File: src/assert_macros.svh
`ifndef ASSERT_MACROS_SVH
`define ASSERT_MACROS_SVH

// Clocked check that is switched off while reset is held.
`define SIT_ASSERT(lbl, clk_s, rst_s, prop, msg) \
  lbl: assert property (@(posedge clk_s) disable iff (!rst_s) prop) else $error(msg);

// Clocked check that also runs during reset.
`define SIT_ASSERT_NORST(lbl, clk_s, prop, msg) \
  lbl: assert property (@(posedge clk_s) prop) else $error(msg);

`endif

File: src/sit_pkg.sv
package sit_pkg;

  localparam int COORD_BITS_DEF = 16;

  // Four orientation tests: B start and B end against A, A start and A end against B.
  localparam int NUM_TURN = 4;
  localparam int NUM_PROD = 2 * NUM_TURN;

  // Difference vector layout: the two segment directions, then two terms per test.
  localparam int D_AX   = 0;
  localparam int D_AY   = 1;
  localparam int D_BX   = 2;
  localparam int D_BY   = 3;
  localparam int D_TURN = 4;
  localparam int NUM_DIFF = D_TURN + 2 * NUM_TURN;

  typedef enum logic [1:0] {
    ORIENT_COLLINEAR = 2'd0,
    ORIENT_CW        = 2'd1,
    ORIENT_CCW       = 2'd2
  } orient_t;

endpackage

File: src/sit_req_if.sv
interface sit_req_if #(
  parameter int COORD_BITS = sit_pkg::COORD_BITS_DEF
);
  logic                         valid;
  logic                         ready;
  logic signed [COORD_BITS-1:0] seg_a_start_x;
  logic signed [COORD_BITS-1:0] seg_a_start_y;
  logic signed [COORD_BITS-1:0] seg_a_end_x;
  logic signed [COORD_BITS-1:0] seg_a_end_y;
  logic signed [COORD_BITS-1:0] seg_b_start_x;
  logic signed [COORD_BITS-1:0] seg_b_start_y;
  logic signed [COORD_BITS-1:0] seg_b_end_x;
  logic signed [COORD_BITS-1:0] seg_b_end_y;

  modport source (
    output valid, seg_a_start_x, seg_a_start_y, seg_a_end_x, seg_a_end_y,
           seg_b_start_x, seg_b_start_y, seg_b_end_x, seg_b_end_y,
    input  ready
  );

  modport sink (
    input  valid, seg_a_start_x, seg_a_start_y, seg_a_end_x, seg_a_end_y,
           seg_b_start_x, seg_b_start_y, seg_b_end_x, seg_b_end_y,
    output ready
  );
endinterface

File: src/sit_diff.sv
`include "assert_macros.svh"

module sit_diff #(
  parameter int COORD_BITS = sit_pkg::COORD_BITS_DEF
) (
  input  logic                       clk,
  input  logic                       rst_n,
  sit_req_if.sink                    req,
  output logic                       valid_o,
  input  logic                       ready_i,
  output logic signed [COORD_BITS:0] diff_o [sit_pkg::NUM_DIFF],
  output logic [sit_pkg::NUM_TURN-1:0] box_o
);

  localparam int CB = COORD_BITS;

  logic signed [CB:0] ax0, ay0, ax1, ay1, bx0, by0, bx1, by1;
  logic signed [CB:0] diff_nxt [sit_pkg::NUM_DIFF];
  logic signed [CB:0] diff_r   [sit_pkg::NUM_DIFF];
  logic [sit_pkg::NUM_TURN-1:0] box_nxt, box_r;
  logic valid_r;

  // True when m lies in the closed range spanned by e0 and e1, in either order.
  function automatic logic between(input logic signed [CB:0] m,
                                   input logic signed [CB:0] e0,
                                   input logic signed [CB:0] e1);
    return (m <= e0 || m <= e1) && (m >= e0 || m >= e1);
  endfunction

  assign ax0 = {req.seg_a_start_x[CB-1], req.seg_a_start_x};
  assign ay0 = {req.seg_a_start_y[CB-1], req.seg_a_start_y};
  assign ax1 = {req.seg_a_end_x[CB-1],   req.seg_a_end_x};
  assign ay1 = {req.seg_a_end_y[CB-1],   req.seg_a_end_y};
  assign bx0 = {req.seg_b_start_x[CB-1], req.seg_b_start_x};
  assign by0 = {req.seg_b_start_y[CB-1], req.seg_b_start_y};
  assign bx1 = {req.seg_b_end_x[CB-1],   req.seg_b_end_x};
  assign by1 = {req.seg_b_end_y[CB-1],   req.seg_b_end_y};

  always_comb begin
    diff_nxt[sit_pkg::D_AX]       = ax1 - ax0;
    diff_nxt[sit_pkg::D_AY]       = ay1 - ay0;
    diff_nxt[sit_pkg::D_BX]       = bx1 - bx0;
    diff_nxt[sit_pkg::D_BY]       = by1 - by0;
    // Each test compares the pivot (segment end) to the third point.
    diff_nxt[sit_pkg::D_TURN + 0] = bx0 - ax1;
    diff_nxt[sit_pkg::D_TURN + 1] = by0 - ay1;
    diff_nxt[sit_pkg::D_TURN + 2] = bx1 - ax1;
    diff_nxt[sit_pkg::D_TURN + 3] = by1 - ay1;
    diff_nxt[sit_pkg::D_TURN + 4] = ax0 - bx1;
    diff_nxt[sit_pkg::D_TURN + 5] = ay0 - by1;
    diff_nxt[sit_pkg::D_TURN + 6] = ax1 - bx1;
    diff_nxt[sit_pkg::D_TURN + 7] = ay1 - by1;

    box_nxt[0] = between(bx0, ax0, ax1) && between(by0, ay0, ay1);
    box_nxt[1] = between(bx1, ax0, ax1) && between(by1, ay0, ay1);
    box_nxt[2] = between(ax0, bx0, bx1) && between(ay0, by0, by1);
    box_nxt[3] = between(ax1, bx0, bx1) && between(ay1, by0, by1);
  end

  assign req.ready = !valid_r || ready_i;

  always_ff @(posedge clk) begin
    if (!rst_n) begin
      valid_r <= 1'b0;
    end else if (req.ready) begin
      valid_r <= req.valid;
    end
  end

  always_ff @(posedge clk) begin
    if (req.valid && req.ready) begin
      diff_r <= diff_nxt;
      box_r  <= box_nxt;
    end
  end

  assign valid_o = valid_r;
  assign diff_o  = diff_r;
  assign box_o   = box_r;

  `SIT_ASSERT(a_diff_shared_point, clk, rst_n, (req.valid && req.ready && req.seg_b_start_x == req.seg_a_start_x && req.seg_b_start_y == req.seg_a_start_y) |=> box_r[0], "shared start point missed by box test")
  `SIT_ASSERT(a_diff_stall_hold, clk, rst_n, (valid_r && !ready_i) |=> (valid_r && $stable(box_r)), "stalled difference stage lost its request")

endmodule

File: src/flat_wrapper.sv
// flat-port wrapper written by rule: the top's interface ports become plain ports
module sit_diff_flat 
#(
  parameter int COORD_BITS = sit_pkg::COORD_BITS_DEF
)
  (clk, rst_n, valid_o, ready_i, diff_o, box_o, req_valid, req_seg_a_start_x, req_seg_a_start_y, req_seg_a_end_x, req_seg_a_end_y, req_seg_b_start_x, req_seg_b_start_y, req_seg_b_end_x, req_seg_b_end_y, req_ready);
  sit_req_if #(.COORD_BITS(COORD_BITS)) req_i ();
  input  logic clk;
  input  logic rst_n;
  output logic valid_o;
  input  logic ready_i;
  output logic signed [COORD_BITS:0] diff_o[sit_pkg::NUM_DIFF];
  output logic [sit_pkg::NUM_TURN-1:0] box_o;
  input wire logic [$bits(req_i.valid)-1:0] req_valid;
  input wire logic [$bits(req_i.seg_a_start_x)-1:0] req_seg_a_start_x;
  input wire logic [$bits(req_i.seg_a_start_y)-1:0] req_seg_a_start_y;
  input wire logic [$bits(req_i.seg_a_end_x)-1:0] req_seg_a_end_x;
  input wire logic [$bits(req_i.seg_a_end_y)-1:0] req_seg_a_end_y;
  input wire logic [$bits(req_i.seg_b_start_x)-1:0] req_seg_b_start_x;
  input wire logic [$bits(req_i.seg_b_start_y)-1:0] req_seg_b_start_y;
  input wire logic [$bits(req_i.seg_b_end_x)-1:0] req_seg_b_end_x;
  input wire logic [$bits(req_i.seg_b_end_y)-1:0] req_seg_b_end_y;
  output wire logic [$bits(req_i.ready)-1:0] req_ready;
  assign req_i.valid = req_valid;
  assign req_i.seg_a_start_x = req_seg_a_start_x;
  assign req_i.seg_a_start_y = req_seg_a_start_y;
  assign req_i.seg_a_end_x = req_seg_a_end_x;
  assign req_i.seg_a_end_y = req_seg_a_end_y;
  assign req_i.seg_b_start_x = req_seg_b_start_x;
  assign req_i.seg_b_start_y = req_seg_b_start_y;
  assign req_i.seg_b_end_x = req_seg_b_end_x;
  assign req_i.seg_b_end_y = req_seg_b_end_y;
  assign req_ready = req_i.ready;
  sit_diff #(.COORD_BITS(COORD_BITS)) u_core (.clk(clk), .rst_n(rst_n), .req(req_i), .valid_o(valid_o), .ready_i(ready_i), .diff_o(diff_o), .box_o(box_o));
endmodule
File: config.mk
export PLATFORM = sky130hd
export DESIGN_NAME = sit_diff_flat
export DESIGN_NICKNAME = d
export VERILOG_FILES = /design/src/sit_pkg.sv /design/src/sit_req_if.sv /design/src/sit_diff.sv /design/src/flat_wrapper.sv
export VERILOG_INCLUDE_DIRS = /design/src /design/src/src
export SDC_FILE = /design/constraint.sdc
export NUM_CORES = 1
export LEC_CHECK = 0
export BUFFER_PORTS_ARGS = -buffer_cell sky130_fd_sc_hd__buf_2
export CAP_MARGIN = 20
export CELL_PAD_IN_SITES_DETAIL_PLACEMENT = 1
export CELL_PAD_IN_SITES_GLOBAL_PLACEMENT = 1
export CORE_MARGIN = 2
export CORE_UTILIZATION = 40
export CTS_BUF_LIST = sky130_fd_sc_hd__clkbuf_8
export DETAILED_ROUTE_END_ITERATION = 8
export PLACE_DENSITY = 0.86
export SETUP_SLACK_MARGIN = 0.3
export SLEW_MARGIN = 20
export SYNTH_ARGS = -nofsm -noshare
export SYNTH_HDL_FRONTEND = slang
export SYNTH_SLANG_ARGS = --single-unit
File: constraint.sdc
create_clock -name clk -period 6.9 [get_ports clk]
set_input_delay 0.69 -clock clk [delete_from_list [all_inputs] [get_ports clk]]
set_output_delay 0.69 -clock clk [all_outputs]
set_load 0.01 [all_outputs]
Word level (Yosys, flattened, before mapping). Cells that the tools add are included. Widths: inputs -> output; s select.

Order comparisons: 32. Add/sub/neg operators: 12. Reductions and logical operators: 31.

Operators by type and width (number): $ge 16x16->1 (16); $le 16x16->1 (16); $sub 16x16->17 (12); $logic_or 1x1->1 (17); $logic_and 1x1->1 (13); $logic_not 1->1 (1).

Input bits: 132. Bits in registers: 209. Output and inout bits: 210.

Logic depth before layout (Yosys ltp). Gate-level depths: netlist of the first run.

Depth after elaboration: 4. Gate-level depth with buffers: 10. Mapped depth without buffers: 10.

Worst setup path after synthesis of the first run. No wires, ideal clock.

Path kind: input -> register. Start: input port ready_i. End: register u_core.box_r (netlist bit u_core.box_o[0]), enable pin. Path buffers: 0. Arrival: 5599 ps. Cell stages on the path: 2. Data required time: 6307 ps. Slack: 708 ps. Cell sequence: nand2b_1 and2_1.

Longest elaborated chain between the ends: 2.

Ends and longest elaborated chain: from (decl) (RTL line flat_wrapper.sv:11) `input logic ready_i;`; $logic_or 1x1->1 (RTL line sit_diff.sv:60) `assign req.ready = !valid_r || ready_i;`; $logic_and 1x1->1 (RTL line sit_diff.sv:71) `if (req.valid && req.ready) begin`; to (signal assigned) (RTL line sit_diff.sv:73) `box_r <= box_nxt;`; to (decl) (RTL line sit_diff.sv:20) `logic [sit_pkg::NUM_TURN-1:0] box_nxt, box_r;`.

Every way passes these cells. A chain may end at the register's enable or synchronous reset.

Worst setup path in the final report of the first run.
Start: input port req_seg_b_end_x[12]. End: register u_core.box_r (netlist bit u_core.box_o[1]) (data pin).

Longest elaborated chain between the ends: 4.

Ends and longest elaborated chain: from (decl) (RTL line flat_wrapper.sv:21) `input wire logic [$bits(req_i.seg_b_end_x)-1:0] req_seg_b_end_x;`; $le 16x16->1 or $ge 16x16->1 (tied branches) (RTL line sit_diff.sv:27) `return (m <= e0 || m <= e1) && (m >= e0 || m >= e1);`; $logic_or 1x1->1 (RTL line sit_diff.sv:27); $logic_and 1x1->1 (*) (RTL line sit_diff.sv:27); $logic_and 1x1->1 (*) (RTL line sit_diff.sv:55) `box_nxt[1] = between(bx1, ax0, ax1) && between(by1, ay0, ay1);`; via u_core.box_nxt, one bit (RTL line sit_diff.sv:20).

Mark *: on every way through the listed nets, which the timed path passes. The rest lies on a longest branch.

==> impl_metrics.csv, run 1 <==
group,metric,value,unit
status,status,"finished clean",
yosys,synth_enable_flop_cells,206,
detailed_routing,drt-initial-drc-count,988,
sta,max_freq,334,MHz
clock_tree,cts_setup_buffers,0,
clock_tree,clkSinkCount,207,
floorplan,die_x,209,µm
cells_and_area,layout-drive-gt1-share,20.0,%
yosys,synth_common_cells,"ha_1 (232), edfxtp_1 (206), inv_1 (184)",
sta,fin_crit,2.99,ns
worst_setup_path,path_depth,8,
clock_tree,h-tree-depth,2,
sta,final_hold_viol_count,0,
worst_setup_path,endpoint_kind,"flop",
power_and_ir_drop,p_comb_share,32.3,%
worst_setup_path,path_cells,"buf_2 > inv_1 > ha_1 > nand2_1 > or4_1 > nor4_1 > nor2_1 > a2bb2oi_1",
detailed_routing,ant_nets,0,
yosys,yosysMostFrequentCell,"ha_1",
min_path,hold_depth,2,
sta,clock-skew-final,0.0280,ns
yosys,syn_inst,1723,
global_route,grt_overflow,0,
cells_and_area,antenna_cells,0,
yosys,yosysUniqueCellTypes,79,
yosys,synthArstFlopShare,0,%
floorplan,core-area,41700,µm²
global_route,grt_pass1_wl,92500,µm
detailed_routing,post-route-drc-count,0,
sta,grt_setup_unrepaired,"no",
sta,final-max-slew-violation-count,0,
power_and_ir_drop,vdd.ir_drop.worst,109,µV
detailed_routing,via_per_inst,5.69,
cells_and_area,area_delta_synth_final,18.3,%
clock_tree,hold_buffers,0,
detailed_routing,drt_first_pass_iters,5,
worst_setup_path,crit_path_top_delay_cell,"nor4_1",
yosys,syn_area_per_cell,9.74,µm²
global_route,first_global_vias,15527,
power_and_ir_drop,seqPwrFrac,37.4,%
cells_and_area,final_nets,2446,
floorplan,initial_utilization,40.3,%
cells_and_area,instances_no_fill,2640,
worst_setup_path,r2r_setup_slack,4.68,ns
worst_setup_path,crit_family,"simple AND/OR/NAND/NOR gates",
floorplan,rows,75,
yosys,synth.yosys.warnings,0,
global_route,antenna_found_initial,1,
floorplan,die_y,209,µm
placed_design,place.gp.congestion,0.983,
floorplan,num_io_pins,342,
worst_setup_path,arrival,3.46,ns
worst_setup_path,critical_path_class,"primary input to flop",
yosys,ys_seq_elements,207,
sta,period_share,43.4,%
clock_tree,cts_buffers,41,
clock_tree,cts_tree,"yes",
min_path,hold_class,"primary input to flop",
sta,slew_headroom,35.6,%
power_and_ir_drop,power.net_switching,1550,µW
clock_tree,root_buffer,"clkbuf_8",
worst_setup_path,crit_buf_inv,2,
yosys,synthesis.nets,2099,
power_and_ir_drop,powerDensity,225,nW/µm²
power_and_ir_drop,swShare,34.6,%
cells_and_area,postLayoutCoreUtil,47.7,%
sta,tightestPinTransition,0.966,ns
global_route,grt_usage,27.7,%
detailed_routing,drt-wirelength-per-cell,23.3,µm
detailed_routing,via_count,15024,
yosys,syn_area,16800,µm²
worst_setup_path,r2r_cells,3,
detailed_routing,wirelength,61600,µm
power_and_ir_drop,p_leak,0.00912,µW
job,drv_cap,0,
worst_setup_path,required,7.37,ns
sta,holdWs,0.333,ns
worst_setup_path,crit_fanout,9,
global_route,grt_max_degree,166,
placed_design,numPlacedInstances,2566,
placed_design,portBuffers,341,
power_and_ir_drop,p_clk_share,30.2,%
power_and_ir_drop,internal_power,2920,µW
yosys,yosysSeqAreaShare,37.0,%
worst_setup_path,start_kind,"primary input",
clock_tree,ctsResizeCount,0,
clock_tree,path_clk_slew,0.06,ns
yosys,synth_top_cell_area_share,36.9,%
clock_tree,clk_latency,0.61,ns
worst_setup_path,slowest_delay,0.78,ns
placed_design,hpwl,49800,µm
yosys,yosys.area.top_type,"edfxtp_1",
clock_tree,cts_buffer_depth,3,
floorplan,die-area,43600,µm²
yosys,synth.area.top_cells,"edfxtp_1 (37%), ha_1 (17%), xnor2_1 (5.5%), a21oi_1 (4.2%), inv_1 (4.1%)",
sta,setup_viol,0,
sta,tns,0,ns
yosys,synthFlopType,"edfxtp_1",
## layout make-up
class                      instances  area [µm²]
fill                            4884       21800
multi-input combinational       1293        9710
sequential                       207        6210
timing repair buffer             342        1730
inverter                         185         694
tap                              539         674
clock buffer                      42         578
clock inverter                    32         263
## stage by stage
step           power, µW  instance area, µm²  setup WS, ns
3_5_place_dp        3120               19000          3.31
3_3_place_gp        3070               19000          3.30
2_1_floorplan       2580               16800         0.708
4_1_cts             4490               19900          4.01
6_report            4470               19900          3.91
5_1_grt             4690               19900          3.85
## cell usage in the layout, fill, tap and decap left out, drive strengths merged, types with 22 or more instances in the layout
master | synthesis | layout
nor3 | 54 | 54
buf | 13 | 342
ha | 232 | 232
a21o | 57 | 57
nand2 | 66 | 66
xor2 | 32 | 32
xnor2 | 106 | 106
nand3 | 22 | 22
edfxtp | 206 | 206
clkbuf | 25 | 42
nor2 | 118 | 118
a21oi | 143 | 143
o21a | 34 | 34
inv | 184 | 198
o21ai | 88 | 88
nand4 | 31 | 31
nor2b | 55 | 55
## metal layers
layer  global-route usage, %  vias up  share of wire [%]
li1                        -     6971                  -
met1                    36.4     7393                 44
met2                    45.2      531                 46
met3                    4.87      127                6.1
met4                    11.6        2                4.2
met5                       0        -              0.021
## path summary, 6_finish.rpt
check                            from            endpoint
setup / recovery  req_seg_b_end_x[12]     u_core.box_o[1]
hold / removal                  rst_n      u_core.valid_o
setup reg to reg       u_core.valid_o  u_core.diff_o[198]
hold reg to reg        u_core.valid_o      u_core.valid_o
## state kept, by name, indices dropped and copies added, names as in the netlist
name            flops
u_core.diff_o     202
u_core.box_o        4
u_core.valid_o      1
## cells by family after synthesis
group                    Yosys count  share of synthesized area (%)
multiplexers                       6                          0.373
buffers and inverters            223                           5.17
flip-flops                       207                           37.0
XOR/XNOR                         138                           7.20
adder cells (fa/ha/maj)          244                           18.7
AND/OR/NAND/NOR                  432                           13.1
AO/OA/AOI/OAI                    473                           18.4
## power by group through the flow
| stage | combinational, µW | sequential [µW] | clock, µW |
|---|---|---|---|
| 2_1_floorplan | 799 | 1780 | 0 |
| 3_3_place_gp | 1370 | 1700 | 0 |
| 3_5_place_dp | 1420 | 1700 | 0 |
| 4_1_cts | 1430 | 1680 | 1380 |
| 5_1_grt | 1570 | 1690 | 1430 |
| 6_report | 1450 | 1670 | 1350 |
Note: power is estimated with default switching activity, not from simulation.
==> run 2: changes to the inputs <==
--- a/config.mk
+++ b/config.mk
@@ -6,6 +6,7 @@
 export SDC_FILE = /design/constraint.sdc
 export NUM_CORES = 1
 export LEC_CHECK = 0
+export ABC_AREA = 1
 export BUFFER_PORTS_ARGS = -buffer_cell sky130_fd_sc_hd__buf_2
 export CAP_MARGIN = 20
 export CELL_PAD_IN_SITES_DETAIL_PLACEMENT = 1
@@ -14,7 +15,7 @@
 export CORE_UTILIZATION = 40
 export CTS_BUF_LIST = sky130_fd_sc_hd__clkbuf_8
 export DETAILED_ROUTE_END_ITERATION = 8
-export PLACE_DENSITY = 0.86
+export PLACE_DENSITY = 0.87
 export SETUP_SLACK_MARGIN = 0.3
 export SLEW_MARGIN = 20
 export SYNTH_ARGS = -nofsm -noshare
==> constraint.sdc (replaced) <==
create_clock -name clk -period 3.1 [get_ports clk]
set_input_delay 0.31 -clock clk [delete_from_list [all_inputs] [get_ports clk]]
set_output_delay 0.31 -clock clk [all_outputs]
set_load 0.01 [all_outputs]
==> impl_metrics.csv, run 2 <==
group,metric,value,unit
power_and_ir_drop,internal_power,6130,µW
yosys,syn_area,17200,µm²
yosys,synthMuxAreaShare,0,%
detailed_routing,route.met2.wl,33400,µm
min_path,hold_depth,3,
cells_and_area,instances_no_fill,2931,
global_route,grt_overflow,0,
clock_tree,cts_buffers,40,
sta,slew_headroom,56.6,%
sta,final_hold_viol_count,0,
clock_tree,h-tree-depth,2,
worst_setup_path,path_depth,11,
clock_tree,clkSinkCount,207,
placed_design,numPlacedInstances,2860,
worst_setup_path,crit_path_top_delay_cell,"ha_1",
clock_tree,cts_tree,"yes",
clock_tree,cts_buffer_depth,3,
clock_tree,hold_buffers,1,
yosys,synth.yosys.warnings,0,
power_and_ir_drop,seqPwrFrac,38.6,%
cells_and_area,final_common_cell,"nand2_1",
detailed_routing,post-route-drc-count,0,
yosys,yosys.area_share.simple,16.6,%
yosys,synthAdderAreaFrac,18.3,%
clock_tree,cts_setup_buffers,0,
yosys,synthFlopType,"edfxtp_1",
floorplan,core-area,42200,µm²
worst_setup_path,worstReg2RegStart,"u_core.valid_o",
clock_tree,clk_latency,0.62,ns
worst_setup_path,arrival,2.52,ns
sta,setup_viol,0,
placed_design,dpl_cell_area,19500,µm²
worst_setup_path,cp-endpoint,"u_core.box_o[1]",
yosys,yosysSeqAreaShare,36.1,%
worst_setup_path,critical_path_class,"primary input to flop",
worst_setup_path,crit_buf_inv,3,
clock_tree,path_clk_slew,0.05,ns
floorplan,die-area,44700,µm²
worst_setup_path,crit_fanout,8,
placed_design,place.gp.congestion,0.939,
yosys,synth_top_cell_area_share,36.0,%
yosys,synth.area.top_cells,"edfxtp_1 (36%), ha_1 (17%), nand2_1 (8.7%), inv_1 (7.3%), xor2_1 (7.2%)",
clock_tree,ctsResizeCount,0,
worst_setup_path,crit_family,"simple AND/OR/NAND/NOR gates",
sta,max_freq,481,MHz
global_route,antenna_found_initial,5,
cells_and_area,fin_area,20300,µm²
detailed_routing,via_per_inst,5.32,
worst_setup_path,r2r_cells,2,
cells_and_area,final_cell_mix,"nand2_1 (397), inv_1 (344), buf_2 (341)",
global_route,grt_usage,28.7,%
cells_and_area,antenna_cells,0,
cells_and_area,area_delta_synth_final,17.9,%
yosys,synth_common_cells,"nand2_1 (397), inv_1 (335), ha_1 (232)",
sta,tightestPinTransition,0.649,ns
sta,final-max-slew-violation-count,0,
power_and_ir_drop,powerDensity,479,nW/µm²
placed_design,hpwl,54900,µm
worst_setup_path,required,3.54,ns
sta,clock-skew-final,0.0441,ns
yosys,syn_area_per_cell,8.61,µm²
detailed_routing,drt-initial-drc-count,790,
min_path,hold_class,"primary input to flop",
yosys,yosysMostFrequentCell,"nand2_1",
power_and_ir_drop,p_comb_share,33.7,%
worst_setup_path,slowest_delay,0.51,ns
placed_design,portBuffers,341,
floorplan,die_y,211,µm
detailed_routing,met3_length,3270,µm
detailed_routing,highest_layer,"met5",
power_and_ir_drop,vdd.ir_drop.worst,280,µV
sta,fin_crit,2.08,ns
job,drv_cap,0,
cells_and_area,layout-drive-gt1-share,19.3,%
yosys,syn_inst,1998,
cells_and_area,fill_cells,5159,
yosys,synth_enable_flop_cells,206,
worst_setup_path,path_cells,"buf_2 > inv_1 > ha_1 > nand2_1 > inv_2 > nand2_2 > nor3_1 > nand3_1 > nand4_1 > nand2_1 > nor2_2",
yosys,ys_seq_elements,207,
cells_and_area,seq_area,6210,µm²
yosys,synthArstFlopShare,0,%
power_and_ir_drop,swShare,36.9,%
worst_setup_path,r2r_end,"u_core.diff_o[19]",
cells_and_area,final_nets,2740,
sta,period_share,67.0,%
floorplan,num_io_pins,342,
global_route,grt_max_degree,73,
detailed_routing,drt-wirelength-per-cell,22.0,µm
cells_and_area,multiInputGateArea,9560,µm²
sta,grt_setup_unrepaired,"no",
yosys,synth_compound_area_share,11.8,%
floorplan,initial_utilization,40.7,%
cells_and_area,largest_reg_flops,202,
detailed_routing,drt_first_pass_iters,5,
worst_setup_path,endpoint_kind,"flop",
worst_setup_path,crit_path_start,"req_seg_b_end_x[15]",
global_route,grt_pass1_wl,96500,µm
sta,setup_slack,1.02,ns
worst_setup_path,r2r_setup_slack,1.40,ns
status,status,"finished clean",
cells_and_area,postLayoutCoreUtil,48.0,%
floorplan,die_x,211,µm
detailed_routing,wl_met1,25400,µm
yosys,synthXorXnorAreaFrac,8.91,%
yosys,yosys.area.top_type,"edfxtp_1",
detailed_routing,via_count,15605,
yosys,synth_top_family_by_area,"adder cells",
power_and_ir_drop,p_leak,0.0103,µW
power_and_ir_drop,p_clk_share,27.7,%
power_and_ir_drop,power.net_switching,3580,µW
detailed_routing,wirelength,64400,µm
worst_setup_path,cpMostUsedCell,"nand2_1",
worst_setup_path,start_kind,"primary input",
floorplan,rows,75,
detailed_routing,ant_nets,0,
sta,tns,0,ns
global_route,first_global_vias,17236,
clock_tree,root_buffer,"clkbuf_8",
yosys,yosysUniqueCellTypes,48,
yosys,synthesis.nets,2374,
placed_design,place_ws,0.377,ns
-- run 2: power groups by stage --
stage               sequential [µW]  clock [µW]  combinational [µW]
finish                         3740        2690                3270
global placement               3780           0                3140
global route                   3770        2860                3580
detailed placement             3800           0                3250
floorplan                      3980           0                1760
CTS                            3750        2770                3270
-- run 2: logic make-up (layout without fill, tap and decap cells) --
| group | count (synthesis) | after routing |
|---|---|---|
| adders and majority gates | 244 | 244 |
| and+or+nand+nor | 664 | 664 |
| buffers and inverters | 366 | 760 |
| AOI/OAI and AO/OA | 342 | 342 |
| xor gates and xnor gates | 175 | 175 |
| DFF | 207 | 207 |
-- run 2: final cells by class --
type                       count  area share [%]
clock buffer                  40            2.72
clock inverter                30           0.945
inverter                     342            6.33
multi-input combinational   1425            47.2
sequential                   207            30.6
tap                          539            3.33
timing repair buffer         348            8.88
-- run 2: worst min-delay path: cells and delay by family --
family,cells,cell delay (ns)
buffers and inverters,2,0.19
AO/OA/AOI/OAI,1,0.09
-- run 2: through the flow --
stage	hold slack, ns	total power [µW]
detailed placement	0.512	7050
finish	0.0559	9710
CTS	0.00107	9790
global route	0.0442	10200
global placement	0.498	6920
floorplan	0.456	5740
-- run 2: how the worst min path moves through the flow --
stage | start | end | slack [ns]
after floorplan | rst_n | u_core.valid_o | 0.46
after global placement | u_core.valid_o | u_core.valid_o | 0.50
after detailed placement | u_core.valid_o | u_core.valid_o | 0.51
after CTS | ready_i | u_core.valid_o | 0.001
after global routing | req_valid | u_core.valid_o | 0.04
final | req_valid | u_core.valid_o | 0.06
-- run 2: per-layer routing --
| metal | track usage (%) | vias up |
|---|---|---|
| li1 | - | 7404 |
| met4 | 10.7 | 8 |
| met3 | 4.81 | 117 |
| met5 | 0 | - |
| met2 | 54.3 | 462 |
| met1 | 32.0 | 7614 |
